### config.mk
export PLATFORM = sky130hd
export DESIGN_NAME = hti_div
export DESIGN_NICKNAME = d
export VERILOG_FILES = /design/src/design/hti_div.sv
export SDC_FILE = /design/constraint.sdc
export NUM_CORES = 2
export LEC_CHECK = 0
export BUFFER_PORTS_ARGS = -buffer_cell sky130_fd_sc_hd__buf_2
export CAP_MARGIN = 20
export CORE_ASPECT_RATIO = 0.7
export CORE_MARGIN = 2
export CORE_UTILIZATION = 40
export CTS_CLUSTER_SIZE = 10
export DETAILED_ROUTE_END_ITERATION = 6
export SYNTH_ARGS = -nofsm -noshare
export SYNTH_HDL_FRONTEND = slang
export SYNTH_SLANG_ARGS = --single-unit
### constraint.sdc
create_clock -name clk -period 3.1 [get_ports clk]
set_input_delay 0.31 -clock clk [delete_from_list [all_inputs] [get_ports clk]]
set_output_delay 0.31 -clock clk [all_outputs]
set_load 0.05 [all_outputs]
### src/design/hti_div.sv
// ----------------------------------------------------------------------------
// hti_div
// Pipelined restoring divider, one quotient bit per stage. The caller keeps
// the top DW bits of the dividend below the divisor.
// ----------------------------------------------------------------------------
module hti_div #(
	parameter int QW = 24,
	parameter int DW = 16,
	parameter int SW = 1
) (
	input  logic          clk,
	input  logic          arst_n,
	input  logic          en,
	input  logic          in_valid,
	input  logic [QW+DW-1:0] num,
	input  logic [DW-1:0] den,
	input  logic [SW-1:0] side_in,
	output logic          out_valid,
	output logic [QW-1:0] quo,
	output logic [DW-1:0] rem,
	output logic [SW-1:0] side_out
);

	logic          vld_s  [QW];
	logic [DW-1:0] rem_s  [QW];
	logic [QW-1:0] bits_s [QW];
	logic [DW-1:0] den_s  [QW];
	logic [SW-1:0] side_s [QW];

	for (genvar k = 0; k < QW; k++) begin : g_stage
		logic          v_in;
		logic [DW-1:0] r_in;
		logic [QW-1:0] b_in;
		logic [DW-1:0] d_in;
		logic [SW-1:0] s_in;
		logic [DW:0]   trial;
		logic [DW:0]   diff;
		logic          ge;

		if (k == 0) begin : g_first
			assign v_in = in_valid;
			assign r_in = num[QW+DW-1:QW];
			assign b_in = num[QW-1:0];
			assign d_in = den;
			assign s_in = side_in;
		end else begin : g_next
			assign v_in = vld_s[k-1];
			assign r_in = rem_s[k-1];
			assign b_in = bits_s[k-1];
			assign d_in = den_s[k-1];
			assign s_in = side_s[k-1];
		end

		// shift in the next dividend bit, subtract when it fits
		assign trial = {r_in, b_in[QW-1]};
		assign diff  = trial - {1'b0, d_in};
		assign ge    = trial >= {1'b0, d_in};

		always_ff @(posedge clk or negedge arst_n) begin
			if (!arst_n) begin
				vld_s[k] <= 1'b0;
			end else if (en) begin
				vld_s[k] <= v_in;
			end
		end

		always_ff @(posedge clk) begin
			if (en) begin
				rem_s[k]  <= ge ? diff[DW-1:0] : trial[DW-1:0];
				bits_s[k] <= {b_in[QW-2:0], ge};
				den_s[k]  <= d_in;
				side_s[k] <= s_in;
			end
		end
	end

	assign out_valid = vld_s[QW-1];
	assign quo       = bits_s[QW-1];
	assign rem       = rem_s[QW-1];
	assign side_out  = side_s[QW-1];

endmodule

==> out/summary.md <==
• 0.09 ns — Reg2Reg Setup Slack
• 0.138 — ratio of cells with drive above 1 in the final layout
• num[39] — Hold Crit Start
• 2 — Critical Path Fanout Max
• 0 — Fin. Hold Viols
• flop — Critical Path Source Type
• 0.502 — max-slew headroom at the worst pin
• 0.0749 mm^2 — Final Instance Area
• 0.465 — final cell utilization of the core
• 4 — hold path depth
• 1 — number of antenna violations at the first check in global routing
• 212000 um — wire length of the first global-routing pass
• 14100 — Fillers
• 37100 — via count of the first global-routing pass
• 0.06 ns — clock-pin slew on the worst setup and hold paths
• primary input to flop — Hold Crit Class
• 486 um — die width
• 0.0551 ns — worst clock skew
• 341 um — vertical die dimension
• 0.899 — global placement routability congestion
• built — CTS tree
• 159 — number of buffers created by CTS
• 3718 — count of routing violations after the opening detailed-route iteration
• completed — outcome
• rem_s[1][30] — worst reg2reg endpoint
• flop to flop — type of the setup path with the least slack
• 0 — number of pins exceeding their max-slew limit in the final report
• 0.82 ns — Worst-Skew Late Latency
• 15.4% — synthesis-to-finish area growth
• 3 — number of buffers between clock root and the deepest sink
• 18.0 um — routed wirelength normalized by instance count
• 997 mW/mm^2 — total power per unit cell area
• 4885 — synthesized netlist cell count
• 0.000534 V — Worst VDD drop
• 0.0216 mm^2 — multi-input gate area in the final layout
• 95600 um — placed wire-length estimate after detailed placement
• 0.747 ns — slew at the pin closest to its max-slew limit
• 0 — aggregate global routing overflow
• rem_s[0][15] — Hold Crit Endpoint
• 0.0412 mm^2 — sequential standard cell area
• sky130_fd_sc_hd__edfxtp_1 — top flip-flop cell by instance count after synthesis
• 0.634 — sequential share of the synthesized area
• 0.0810 ns — worst hold margin
• 0.162 — overall track demand over capacity in global routing
• 135000 um — drt total wl
• 0 — Finish-stage setup viols
• 0 — DRT antenna net count
• 0.0695 mm^2 — total cell area at the placement stage
• 13.3 um^2 — Mapped Avg Cell Area
• 117 — pin count of the biggest net entering global routing
• 81 — number of distinct library cell variants in the gate-level netlist after synthesis
• 1376 — number of clock sinks
• 0.972 — Final period util
• 29.3 nW — reported leakage power
• 0.0174 — ys async rst share
• 1376 — register bit total from synthesis
• 5 — DRT Pass-1 Iters
• -0.157 ns — Setup Slack @ Placement
• 1352 x sky130_fd_sc_hd__edfxtp_1, 489 x sky130_fd_sc_hd__inv_1, 382 x sky130_fd_sc_hd__ha_1 — commonest cells after routing, fill and taps aside
• 0.0873 ns — Final WS setup
• 4 — H-tree depth
• 0.403 — initial standard-cell utilization of the core
• 103 — I/O pin cnt
• 0 ns — total negative slack
• 0.0649 mm^2 — cell area after synthesis
• 0.166 mm^2 — Total Die Area
• 3.58 ns — worst path arrival time
• 5354 — number of nets produced by synthesis
• 39000 — Vias
• den_s[1][0] — reg-to-reg critical path startpoint
• 123 — standard-cell row count
• 0.161 mm^2 — Core Footprint
• 5.21 — Via density
• 0 — Synthesis Warnings
• 3.01 ns — time the worst path needs with I/O delays and setup
• 1352 — Post-synth EDFFs
• sky130_fd_sc_hd__edfxtp_1 — most common cell after layout, fill and taps aside
• 11 — length in cells of the worst reg-to-reg path
• 3.67 ns — Req. time, crit path
• flop — nature of the critical path endpoint
• 102 — number of port buffers
• 0.332 GHz — f_max
• 5778 — number of nets in the final layout
• 0 — Remaining DRCs
• 0 — Max-cap violations
• sky130_fd_sc_hd__clkbuf_16 — root cell of the clock tree
synth_stat cells (23+ instances only):
master                        n  area [um^2]
sky130_fd_sc_hd__nand2b_1    57          357
sky130_fd_sc_hd__buf_4       27          203
sky130_fd_sc_hd__nand4_1     45          282
sky130_fd_sc_hd__o31a_1      33          289
sky130_fd_sc_hd__mux2_2     183         2060
sky130_fd_sc_hd__mux2i_1     29          290
sky130_fd_sc_hd__xor2_1     102          893
sky130_fd_sc_hd__clkbuf_1    58          218
sky130_fd_sc_hd__a21o_1      93          698
sky130_fd_sc_hd__a31oi_1     35          219
sky130_fd_sc_hd__nand3_1     50          250
sky130_fd_sc_hd__a21oi_1    307         1540
sky130_fd_sc_hd__ha_1       384         4800
sky130_fd_sc_hd__inv_1      489         1840
sky130_fd_sc_hd__nor2b_1     71          444
sky130_fd_sc_hd__xnor2_1    154         1350
sky130_fd_sc_hd__and3_1      25          156
sky130_fd_sc_hd__a211oi_1    39          293
sky130_fd_sc_hd__o21ai_0    287         1440
sky130_fd_sc_hd__o31ai_1     23          173
sky130_fd_sc_hd__fa_1        24          480
sky130_fd_sc_hd__o21a_1      86          646
sky130_fd_sc_hd__o21bai_1    24          180
sky130_fd_sc_hd__nor2_1     279         1050
sky130_fd_sc_hd__dfrtp_1     24          601
sky130_fd_sc_hd__nor3_1      58          290
sky130_fd_sc_hd__edfxtp_1  1352        40600
sky130_fd_sc_hd__nand2_1    265          995
cells by family (layout without fill, tap and decap cells):
| family | Yosys count | after routing | share of synthesized area |
|---|---|---|---|
| mux | 219 | 219 | 0.0378 |
| compound gates | 1103 | 1103 | 0.107 |
| xor+xnor | 256 | 256 | 0.0345 |
| simple gates | 935 | 935 | 0.0682 |
| fa+ha+maj | 408 | 408 | 0.0814 |
| other cells | 0 | 1 | 0 |
| flops | 1376 | 1376 | 0.634 |
| buf+inv | 588 | 1057 | 0.0361 |
power by group:
part	switching (mW)	internal (mW)	total [mW]
Clock	7.47	9.41	16.9
Combinational	16.1	13.5	29.5
Sequential	2.20	26.1	28.3
Total	25.8	49.0	74.7
worst max-delay path: stages (launching register included):
cell	delay, ns
sky130_fd_sc_hd__edfxtp_1	0.38
sky130_fd_sc_hd__ha_1	0.24
sky130_fd_sc_hd__fa_1	0.42
sky130_fd_sc_hd__nor2b_1	0.13
sky130_fd_sc_hd__o21ai_0	0.14
sky130_fd_sc_hd__a21oi_1	0.35
sky130_fd_sc_hd__o41ai_2	0.13
sky130_fd_sc_hd__buf_4	0.15
sky130_fd_sc_hd__o21ai_1	0.27
sky130_fd_sc_hd__a311oi_1	0.16
sky130_fd_sc_hd__xnor2_1	0.15
sky130_fd_sc_hd__mux2_4	0.28
how the worst max path moves through the flow:
stage                        from           end  slack, ns  cells past startpoint
floorplan             rem_s[1][9]  rem_s[1][24]       0.11                     10
CTS                 bits_s[1][23]  rem_s[1][30]       0.01                     11
detailed placement   rem_s[0][73]  rem_s[0][94]      -0.16                      8
global placement     rem_s[0][73]  rem_s[0][80]       -0.1                      9
global route        bits_s[1][23]  rem_s[1][30]      -0.02                     12
finish                den_s[1][0]  rem_s[1][30]       0.09                     11
stage by stage:
step                      std cells  power (mW)
after CTS                      7468        74.7
after detailed placement       7201        57.2
after floorplan                4885        48.6
final                          7480        74.7
after global routing           7480        79.7
after global placement         7201        56.6
sequential cells by signal, summed over array words and instances, names as in the netlist:
name / cells
g_stage.v_in: 23
out_valid: 1
bits_s: 576
side_s: 24
rem_s: 384
den_s: 368
repair_timing:
action / 4_1_cts / 5_1_grt
hold buffers: 61 / 0
pin swaps: 2 / 7
buffers inserted: 0 / 10
gates cloned: 0 / 1
resized for setup: 4 / 36
setup endpoints to repair: 35 / 152
hold endpoints to repair: 112 / 0
per-layer routing:
metal,vias up,part of all wire,global-route usage
met1,18900,0.54,0.269
met2,995,0.38,0.206
met3,180,0.070,0.0377
li1,18900,-,-
met5,-,0,0
met4,0,0.016,0.0391
cell type report:
class,count,area share
clock inverter,25,0.00651
tap,2125,0.0355
clock buffer,181,0.0542
multi-input combinational,2921,0.288
timing repair buffer,361,0.0413
sequential,1376,0.550
antenna,1,0.0000334
inverter,490,0.0245
No activity file was read; power rests on OpenSTA's default activity.
